`config.mk`:
```
export PLATFORM = sky130hd
export DESIGN_NAME = ordered_list_engine_unit
export DESIGN_NICKNAME = d
export VERILOG_FILES = /design/src/rtl/ole_pkg.sv /design/src/rtl/ole_cell.sv /design/src/rtl/ordered_list_engine_unit.sv
export SDC_FILE = /design/constraint.sdc
export NUM_CORES = 2
export LEC_CHECK = 0
export ABC_AREA = 1
export BUFFER_PORTS_ARGS = -buffer_cell sky130_fd_sc_hd__clkbuf_2
export CAP_MARGIN = 25
export CORE_ASPECT_RATIO = 1.2
export CORE_UTILIZATION = 50
export CTS_CLUSTER_SIZE = 8
export DETAILED_ROUTE_END_ITERATION = 8
export GPL_TIMING_DRIVEN = 0
export PLACE_DENSITY = 0.72
export REMOVE_ABC_BUFFERS = 1
export SYNTH_ARGS = -nofsm -noshare
export SYNTH_HDL_FRONTEND = slang
export SYNTH_SLANG_ARGS = --single-unit
```
`constraint.sdc`:
```
create_clock -name clk -period 4.9 [get_ports clk]
set_input_delay 0.245 -clock clk [delete_from_list [all_inputs] [get_ports clk]]
set_output_delay 0.245 -clock clk [all_outputs]
set_load 0.02 [all_outputs]
```
`src/rtl/ole_pkg.sv`:
```
// Package for the ordered list engine: sizes, request and status codes,
// the cell control struct and width helpers. No dependencies.
package ole_pkg;

    // List capacity and derived widths
    localparam int CAPACITY = 16;
    localparam int IDX_W    = (CAPACITY > 1) ? $clog2(CAPACITY) : 1;
    localparam int CAP_W    = $clog2(CAPACITY + 1);
    localparam int POS_W    = 5;
    localparam int CMP_W    = (CAP_W > POS_W) ? CAP_W : POS_W;
    localparam int VAL_W    = 32;
    localparam int FPOS_W   = 4;
    localparam int LEN_W    = 5;

    // Request kinds
    typedef enum logic [1:0] {
        REQ_INSERT = 2'd0,
        REQ_SEARCH = 2'd1,
        REQ_DELETE = 2'd2
    } req_t;

    // Result status codes
    typedef enum logic [2:0] {
        ST_OK       = 3'd0,
        ST_EMPTY    = 3'd1,
        ST_BADPOS   = 3'd2,
        ST_FULL     = 3'd3,
        ST_NOTFOUND = 3'd4
    } status_t;

    // Control broadcast to every cell
    typedef struct packed {
        logic             ins_en;
        logic             del_en;
        logic [CAP_W-1:0] slot;
        logic [CAP_W-1:0] count;
        logic [VAL_W-1:0] value;
    } cell_ctrl_t;

    // Fit an entry index into the found position field
    function automatic logic [FPOS_W-1:0] to_fpos(input logic [IDX_W-1:0] idx);
        logic [IDX_W+FPOS_W-1:0] wide;
        wide = {{FPOS_W{1'b0}}, idx};
        return wide[FPOS_W-1:0];
    endfunction

    // Fit an entry count into the list length field
    function automatic logic [LEN_W-1:0] to_len(input logic [CAP_W-1:0] cnt);
        logic [CAP_W+LEN_W-1:0] wide;
        wide = {{LEN_W{1'b0}}, cnt};
        return wide[LEN_W-1:0];
    endfunction

endpackage

```
`src/rtl/ole_cell.sv`:
```
// One list cell: holds a single entry, shifts with its neighbors on
// insert and delete, and compares its entry against the search value.
// Depends on ole_pkg.
module ole_cell
(
    input  logic                          clk,
    input  logic [ole_pkg::IDX_W-1:0]     idx,
    input  ole_pkg::cell_ctrl_t           ctrl,
    input  logic [ole_pkg::VAL_W-1:0]     left_data,
    input  logic [ole_pkg::VAL_W-1:0]     right_data,
    output logic [ole_pkg::VAL_W-1:0]     data,
    output logic                          match
);

    logic [ole_pkg::VAL_W-1:0] data_reg;
    logic [ole_pkg::VAL_W-1:0] data_next;
    logic [ole_pkg::CAP_W-1:0] pos;

    assign pos = ole_pkg::CAP_W'(idx);

    // Pick the next entry: shift up, take the new value, shift down or hold
    always_comb
    begin
        data_next = data_reg;
        if (ctrl.ins_en)
        begin
            if (pos > ctrl.slot)
                data_next = left_data;
            else if (pos == ctrl.slot)
                data_next = ctrl.value;
        end
        else if (ctrl.del_en)
        begin
            if (pos >= ctrl.slot)
                data_next = right_data;
        end
    end

    // Hold the entry
    always_ff @(posedge clk)
    begin
        data_reg <= data_next;
    end

    // Compare only live entries
    assign match = (pos < ctrl.count) && (data_reg == ctrl.value);
    assign data  = data_reg;

endmodule

```
`src/rtl/ordered_list_engine_unit.sv`:
```
// Top level of the ordered list engine: request decode, the chain of
// list cells, first-match encoding and the result register.
// Depends on ole_pkg and ole_cell.

// The engine keeps an ordered list of up to ole_pkg::CAPACITY signed 32-bit
// values in a chain of cells, one entry per cell, and answers every insert,
// search or delete request with exactly one result. All cells shift or
// compare in parallel, so one request can be accepted every clock while
// the result side keeps up. The cells compare while a request is offered,
// and the accepting edge registers the match vector. Once the result
// register can advance, it loads the first-match encoder output and
// raises m_tvalid. A waiting result does not block the next request
// until both the encoder stage and the result register are full.
// Entries start undefined; reset clears only the entry count and valid
// flags: no clearing pass is needed, the block is ready right after reset.
module ordered_list_engine_unit
(
    input  logic        clk,
    input  logic        rst_n,
    // Request side
    input  logic        s_tvalid,
    output logic        s_tready,
    input  logic [39:0] s_tdata,   // [31:0] item_value, [36:32] list_position, [39:37] zero
    input  logic [1:0]  s_tuser,   // [1:0] req_type
    // Result side
    output logic        m_tvalid,
    input  logic        m_tready,
    output logic [15:0] m_tdata    // [2:0] status, [6:3] found_position,
                                   // [11:7] list_length, [15:12] zero
);

    localparam int CAP = ole_pkg::CAPACITY;

    // Request fields
    logic [ole_pkg::VAL_W-1:0] req_value;
    logic [ole_pkg::POS_W-1:0] req_pos;
    logic [1:0]                req_kind;

    assign req_value = s_tdata[31:0];
    assign req_pos   = s_tdata[36:32];
    assign req_kind  = s_tuser;

    // Entry count
    logic [ole_pkg::CAP_W-1:0] cnt_reg;
    logic [ole_pkg::CAP_W-1:0] cnt_next;

    // Encoder stage
    logic                      p_valid_reg;
    logic [CAP-1:0]            p_match_reg;
    logic                      p_search_reg;
    ole_pkg::status_t          p_status_reg;
    logic [ole_pkg::CAP_W-1:0] p_len_reg;

    // Result register
    logic                      o_valid_reg;
    logic [15:0]               o_data_reg;

    logic accept;
    logic out_advance;
    logic p_move;

    assign out_advance = !o_valid_reg || m_tready;
    assign p_move      = p_valid_reg && out_advance;
    assign s_tready    = !p_valid_reg || out_advance;
    assign accept      = s_tvalid && s_tready;

    // Decode the request against the current count
    logic [ole_pkg::CMP_W-1:0] pos_w;
    logic [ole_pkg::CMP_W-1:0] cnt_w;
    logic                      full;
    logic                      empty;
    logic                      pos_out;
    ole_pkg::cell_ctrl_t       ctrl;
    ole_pkg::status_t          req_status;

    assign pos_w   = ole_pkg::CMP_W'(req_pos);
    assign cnt_w   = ole_pkg::CMP_W'(cnt_reg);
    assign full    = (cnt_reg == ole_pkg::CAP_W'(CAP));
    assign empty   = (cnt_reg == '0);
    assign pos_out = (pos_w >= cnt_w);

    always_comb
    begin
        ctrl.ins_en = 1'b0;
        ctrl.del_en = 1'b0;
        ctrl.slot   = pos_out ? cnt_reg : ole_pkg::CAP_W'(pos_w);
        ctrl.count  = cnt_reg;
        ctrl.value  = req_value;
        req_status  = ole_pkg::ST_OK;
        cnt_next    = cnt_reg;
        case (req_kind)
            ole_pkg::REQ_INSERT:
            begin
                if (full)
                    req_status = ole_pkg::ST_FULL;
                else
                begin
                    ctrl.ins_en = accept;
                    cnt_next    = cnt_reg + 1'b1;
                end
            end
            ole_pkg::REQ_SEARCH:
            begin
                req_status = ole_pkg::ST_NOTFOUND;
            end
            ole_pkg::REQ_DELETE:
            begin
                if (empty)
                    req_status = ole_pkg::ST_EMPTY;
                else if (pos_out)
                    req_status = ole_pkg::ST_BADPOS;
                else
                begin
                    ctrl.del_en = accept;
                    cnt_next    = cnt_reg - 1'b1;
                end
            end
            default:
            begin
                req_status = ole_pkg::ST_OK;
            end
        endcase
    end

    // Chain of cells
    logic [ole_pkg::VAL_W-1:0] cell_data [CAP];
    logic [CAP-1:0]            cell_match;

    for (genvar k = 0; k < CAP; k++)
    begin : g_cell
        logic [ole_pkg::VAL_W-1:0] left_in;
        logic [ole_pkg::VAL_W-1:0] right_in;

        if (k == 0)
        begin : g_first
            assign left_in = req_value;
        end
        else
        begin : g_left
            assign left_in = cell_data[k-1];
        end

        if (k == CAP - 1)
        begin : g_last
            assign right_in = '0;
        end
        else
        begin : g_right
            assign right_in = cell_data[k+1];
        end

        ole_cell u_cell
        (
            .clk        (clk),
            .idx        (ole_pkg::IDX_W'(k)),
            .ctrl       (ctrl),
            .left_data  (left_in),
            .right_data (right_in),
            .data       (cell_data[k]),
            .match      (cell_match[k])
        );
    end

    // Update count and load the encoder stage
    always_ff @(posedge clk or negedge rst_n)
    begin
        if (!rst_n)
        begin
            cnt_reg     <= '0;
            p_valid_reg <= 1'b0;
        end
        else
        begin
            if (accept)
            begin
                cnt_reg     <= cnt_next;
                p_valid_reg <= 1'b1;
            end
            else if (p_move)
            begin
                p_valid_reg <= 1'b0;
            end
        end
    end

    always_ff @(posedge clk)
    begin
        if (accept)
        begin
            p_match_reg  <= cell_match;
            p_search_reg <= (req_kind == ole_pkg::REQ_SEARCH);
            p_status_reg <= req_status;
            p_len_reg    <= cnt_next;
        end
    end

    // Encode the first match
    logic [ole_pkg::IDX_W-1:0] first_idx;
    logic                      any_match;
    ole_pkg::status_t          res_status;
    logic [ole_pkg::FPOS_W-1:0] res_fpos;

    always_comb
    begin
        first_idx = '0;
        for (int k = CAP - 1; k >= 0; k--)
        begin
            if (p_match_reg[k])
                first_idx = ole_pkg::IDX_W'(k);
        end
    end

    assign any_match  = |p_match_reg;
    assign res_status = (p_search_reg && any_match) ? ole_pkg::ST_OK : p_status_reg;
    assign res_fpos   = (p_search_reg && any_match) ? ole_pkg::to_fpos(first_idx) : '0;

    // Result register
    always_ff @(posedge clk or negedge rst_n)
    begin
        if (!rst_n)
            o_valid_reg <= 1'b0;
        else if (out_advance)
            o_valid_reg <= p_valid_reg;
    end

    always_ff @(posedge clk)
    begin
        if (p_move)
            o_data_reg <= {4'b0000, ole_pkg::to_len(p_len_reg), res_fpos, res_status};
    end

    assign m_tvalid = o_valid_reg;
    assign m_tdata  = o_data_reg;

endmodule

```
# After elaboration in Yosys (flattened, before gate mapping)

Cells that the tools add are included.

Add/subtract/negate cells: 2
Magnitude comparators: 49
Equal/unequal tests: 50
Multiplexer cells: 111
Bitwise operators: 1
Reductions and logical operators: 65

Operators by type and width:

| kind                 | count |
|---|---|
| $mux W32             | 80 |
| $eq A32 B32 Y1       | 16 |
| $ne A3 B1 Y1 const B | 16 |
| $reduce_and A3 Y1    | 16 |
| $eq A4 B5 Y1 const A | 8 |
| $ge A4 B5 Y1 const A | 8 |
| $gt A4 B5 Y1 const A | 8 |
| $lt A4 B5 Y1 const A | 8 |
| $reduce_bool A2 Y1   | 18 |
| $mux W4              | 8 |
| $eq A3 B5 Y1 const A | 4 |
| $ge A3 B5 Y1 const A | 4 |
| $gt A3 B5 Y1 const A | 4 |
| $lt A3 B5 Y1 const A | 4 |
| $mux W5              | 4 |
| $logic_and A1 B1 Y1  | 19 |
| $reduce_or A16 Y1    | 1 |
| $mux W3              | 4 |
| $eq A2 B5 Y1 const A | 2 |
| $ge A1 B5 Y1 const A | 2 |
| $ge A2 B5 Y1 const A | 2 |
| $gt A1 B5 Y1 const A | 2 |
| $gt A2 B5 Y1 const A | 2 |
| $logic_not A5 Y1     | 2 |
| other kinds (21)     | 36 |

Bits in registers: 556
Logic and storage cells: 307

# Logic depth before layout (Yosys ltp)

Word-level depth: 15
Mapped depth: 20
Depth with buffers taken out: 17

# Cells and area by module

Synthesis repeated with hierarchy kept, for this count alone.

Cells, all modules: 6145
Area total of the unflattened synthesis: 44506.4 sq um

Modules (own cells, without submodules):

| module                   | instances | cells each | area each (sq um) | sequential area each (sq um) |
|---|---|---|---|---|
| ole_cell                 | 16        | 371        | 2648.8            | 960.9 |
| ordered_list_engine_unit | 1         | 209        | 2125.8            | 1256.2 |

# Least setup slack after synthesis

No wires, ideal clock.

Kind: reg-to-reg
Start: reg cnt_reg[4] (netlist name)
End: reg g_cell[10].u_cell.data_reg (netlist bit g_cell[10].u_cell.data[0]), enable pin
Arrival: 4437 ps
Data required time: 4434 ps
Setup slack: -3 ps
Cell stages (with the launch flop): 14
Buffers on the path: 2
Period minus slack after synthesis: 4903 ps
Path through: dfrtp_1 > buf_2 > inv_2 > ha_1 > nand2_1 > inv_1 > nand2_1 > nand3_2 > buf_4 > o21ai_0 > nand2_1 > nor2_1 > nand2_1 > o21ai_0

Cells in the longest elaborated chain, start to end: 6

RTL lines:

| item                                                 | line                            | source |
|---|---|---|
| from (decl)                                          | ordered_list_engine_unit.sv:44  | `logic [ole_pkg::CAP_W-1:0] cnt_reg;` |
| from (signal assigned)                               | ordered_list_engine_unit.sv:176 | `cnt_reg <= cnt_next;` |
| branches (longest 5 deep; another with $ge A5 B5 Y1) | --                              |  |
| $reduce_and A3 Y1 (no source line) (*)               | --                              |  |
| to (signal assigned)                                 | ole_cell.sv:42                  | `data_reg <= data_next;` |
| to (decl)                                            | ole_cell.sv:15                  | `logic [ole_pkg::VAL_W-1:0] data_reg;` |

Every way passes the cells marked *.
A chain may end at the register's enable or synchronous reset.

# Worst setup path after layout

Start: reg cnt_reg[1] (netlist name)
End: reg g_cell[8].u_cell.data_reg (netlist bit g_cell[8].u_cell.data[31]) (data pin)

Cells in the longest elaborated chain, start to end: 5

RTL lines:

| item                                     | line                           | source |
|---|---|---|
| $ge A5 B5 Y1                             | ordered_list_engine_unit.sv:80 | `assign pos_out = (pos_w >= cnt_w);` |
| $mux W5                                  | ordered_list_engine_unit.sv:86 | `ctrl.slot = pos_out ? cnt_reg : ole_pkg::CAP_W'(pos_w);` |
| $gt A4 B5 Y1                             | ole_cell.sv:27                 | `if (pos > ctrl.slot)` |
| $mux W32                                 | ole_cell.sv:27                 |  |
| $mux W32 (*)                             | ole_cell.sv:25                 | `if (ctrl.ins_en)` |
| net g_cell[8].u_cell.data_next (one bit) | ole_cell.sv:16                 | `logic [ole_pkg::VAL_W-1:0] data_next;` |
| to (signal assigned)                     | ole_cell.sv:42                 |  |
| to (decl)                                | ole_cell.sv:15                 |  |

The timed path passes the listed nets; every way through them passes the cells marked *.

==> flow_metrics.py <==
metrics = {
    "grt": {
        "antenna_found_initial": 5,
        "overflow": 0,
        "groute.usage.overall_pct": 41.1,
        "grt_pass1_vias": 30874,
        "grt_start_max_net_pins": 157,
        "grt_pass1_wl_mm": 212,
    },
    "route": {
        "dr.pass1.iters": 7,
        "wl_met2_mm": 65.4,
        "via_count": 33358,
        "wl_mm": 149,
        "via_per_inst": 6.39,
        "top_layer": "met5",
        "drc_errors": 0,
        "drtIter0Drc": 5055,
        "wl_met1_mm": 50.2,
        "wl_per_cell_microns": 28.6,
        "wl_met3_mm": 16.2,
        "ant_nets": 0,
    },
    "worst_setup_path": {
        "rr_worst_depth": 15,
        "r2r_slack_ns": 0.1,
        "r2r_start": "cnt_reg[1]$_DFFE_PN0P_",
        "critPathKind": "register to register",
        "endpoint_kind": "register",
        "cp-endpoint": "g_cell[8].u_cell.data[31]$_DFFE_PP_",
        "r2r_end": "g_cell[8].u_cell.data[31]$_DFFE_PP_",
        "startpoint_type": "register",
        "required_ns": 5.38,
        "worstPathArrival_ns": 5.29,
        "cp-startpoint": "cnt_reg[1]$_DFFE_PN0P_",
        "cp_max_fo": 151,
    },
    "die": {
        "initial_core_util_pct": 50.9,
        "die_h_microns": 292,
        "die-area_sq_um": 71000,
        "fp-row-count": 105,
        "core_sq_um": 68700,
        "dieWidth_microns": 243,
        "io_pins": 64,
    },
    "placement": {
        "dp_hpwl_mm": 105,
        "port-buffer-count": 56,
        "gp_congestion": 1.04,
    },
    "final_layout": {
        "nNetsFinal": 4336,
        "area_growth_pct": 11.0,
        "drive_above_1_share_pct": 6.64,
        "largest_reg_flops": 512,
        "fill_cells": 6264,
    },
    "sta": {
        "tns_ns": 0,
        "finalSetupViolCount": 0,
        "worst_pin_slew_ns": 1.48,
        "rsz0062_at_grt": "no",
        "fmax_ghz": 0.208,
        "finalWorstPathRequiredPeriod_ns": 4.80,
        "hold_ws_ns": 0.0328,
        "maxSlewViolCount": 0,
        "final_hold_viol_count": 0,
        "fin_crit_sh_pct": 98.0,
        "fin_worst_skew_ns": 0.0219,
        "max-slew-margin-rel_pct": 1.03,
    },
    "synthesis": {
        "synth_top_area_cell": "edfxtp_1",
        "synthCells": 4408,
        "ys_ff_latch": 555,
        "synthFlopType": "edfxtp_1",
        "yosysWarnings": 0,
        "synth-edff-count": 548,
        "synthArstFlopShare_pct": 1.26,
        "ys_seq_area_share_pct": 47.6,
        "synth_commonest_cells": "nand2_1 (1,225), edfxtp_1 (548), inv_1 (373)",
        "synth.most_common_cell": "nand2_1",
        "synth_top_cell_area_share_pct": 47.1,
        "ys_types": 48,
        "netlist_area_sq_um": 35000,
        "avgSynthCellArea_sq_um": 7.93,
        "ys_top_cells_by_area": "edfxtp_1 (47%), nand2_1 (13%), o21ai_0 (4.6%), nand3_1 (4.2%), inv_1 (4.0%)",
    },
    "hold_path": {
        "min-delay-start": "s_tuser[0]",
        "hp-class": "input pin to register",
    },
    "clock_network": {
        "cts_buffers": 79,
        "clkTransAtPathRegs_ns": 0.05,
        "cts_max_level": 3,
        "clockBufferDepth": 3,
        "clock_latency_ns": 0.64,
        "cts_root_buf": "clkbuf_16",
        "cts_tree": "done",
        "numClockSinks": 555,
    },
    "run_status": {
        "outcome": "completed",
    },
    "pwr": {
        "ir_drop_v": 0.000493,
        "leakage_nw": 15.4,
        "p_per_area_nw_per_um2": 467,
    },
    "run": {
        "cap_violations": 0,
    },
}
[worst min-delay path by stage]
stage / end / slack, ns / cells after the start
detailed placement: cnt_reg[2]$_DFFE_PN0P_ / 0.10 / 1
global route: p_len_reg[4]$_DFFE_PP_ / 0.03 / 3
CTS: p_len_reg[4]$_DFFE_PP_ / 0.01 / 3
floorplan: cnt_reg[0]$_DFFE_PN0P_ / -0.05 / 0
finish: p_len_reg[4]$_DFFE_PP_ / 0.03 / 3
global placement: cnt_reg[2]$_DFFE_PN0P_ / 0.11 / 1
[cell usage in the layout (no fill, tap or decap), types with 37 or more instances in the layout]
cell type,count
a21oi_1,191
a221oi_1,58
clkbuf_16,84
clkbuf_2,56
edfxtp_1,548
inv_1,373
nand2_1,1218
nand3_1,294
nand4_1,37
nor2_1,303
nor4_1,49
o21ai_0,318
o21ai_1,125
o22ai_1,173
xnor2_1,116
xor2_1,68
[report_power, final]
part / internal [mW] / total, mW / switching, mW
registers: 5.93 / 6.37 / 0.442
logic: 1.79 / 6.63 / 4.84
clock network: 3.01 / 5.12 / 2.11
total: 10.7 / 18.1 / 7.39
[metrics by stage]
| step | power (mW) | cells | cell area, sq um | utilization (%) | setup WS (ns) |
|---|---|---|---|---|---|
| after floorplan | 9.96 | 4072 | 33500 | - | -18.54 |
| after global placement | 12.2 | 5037 | 34900 | 50.8 | -42.38 |
| after detailed placement | 12.7 | 5095 | 36400 | 52.9 | -0.431 |
| after CTS | 17.8 | 5205 | 38600 | 56.2 | 0.0766 |
| after global routing | 18.7 | 5215 | 38800 | 56.4 | 0.0165 |
| final | 18.1 | 5217 | 38800 | 56.5 | 0.0965 |
[area by class of cell]
| class | count | area [sq um] | area share, % |
|---|---|---|---|
| Antenna cell | 2 | 5.00 | 0.0129 |
| Clock buffer | 101 | 2140 | 5.53 |
| Clock inverter | 4 | 30.0 | 0.0774 |
| Inverter | 389 | 1480 | 3.81 |
| Multi-Input combinational cell | 3130 | 15600 | 40.1 |
| Sequential cell | 555 | 16600 | 42.9 |
| Tap cell | 909 | 1140 | 2.93 |
| Timing Repair Buffer | 127 | 1800 | 4.65 |
[per-layer routing]
layer	global-route usage [%]	up-vias
met3	7.93	648
met5	0	-
met4	38.7	2
met1	48.4	15480
li1	-	14716
met2	63.0	2512
[cells by family (layout without fill, tap and decap cells)]
| family | after synthesis | after routing | share of synthesized area [%] |
|---|---|---|---|
| adder cells (fa/ha/maj) | 8 | 8 | 0.286 |
| AND/OR/NAND/NOR | 1980 | 1982 | 23.4 |
| XOR/XNOR | 184 | 184 | 4.61 |
| AO/OA/AOI/OAI | 952 | 952 | 15.6 |
| buffers and inverters | 728 | 621 | 8.48 |
| other | 1 | 6 | 0.0107 |
| flip-flops | 555 | 555 | 47.6 |
[critical path, cell delays in order (launching register included)]
cell	delay [ns]
dfrtp_1	0.54
inv_1	0.19
ha_1	0.27
nand3_2	0.12
o21ai_2	0.14
nor2_4	0.48
buf_12	0.28
buf_12	0.24
buf_12	0.24
buf_12	0.25
inv_16	0.13
buf_16	0.29
buf_16	0.35
nor2_2	0.48
o22ai_1	0.20
o21ai_0	0.11
[repair_timing]
item,4_1_cts,5_1_grt
resized for setup,4,2
hold buffers,5,0
cloned,0,3
endpoints found under the setup margin,117,116
setup buffers,0,2
pin swaps,1,2
hold endpoints to repair,10,0
(Power assumes the default switching activity.)
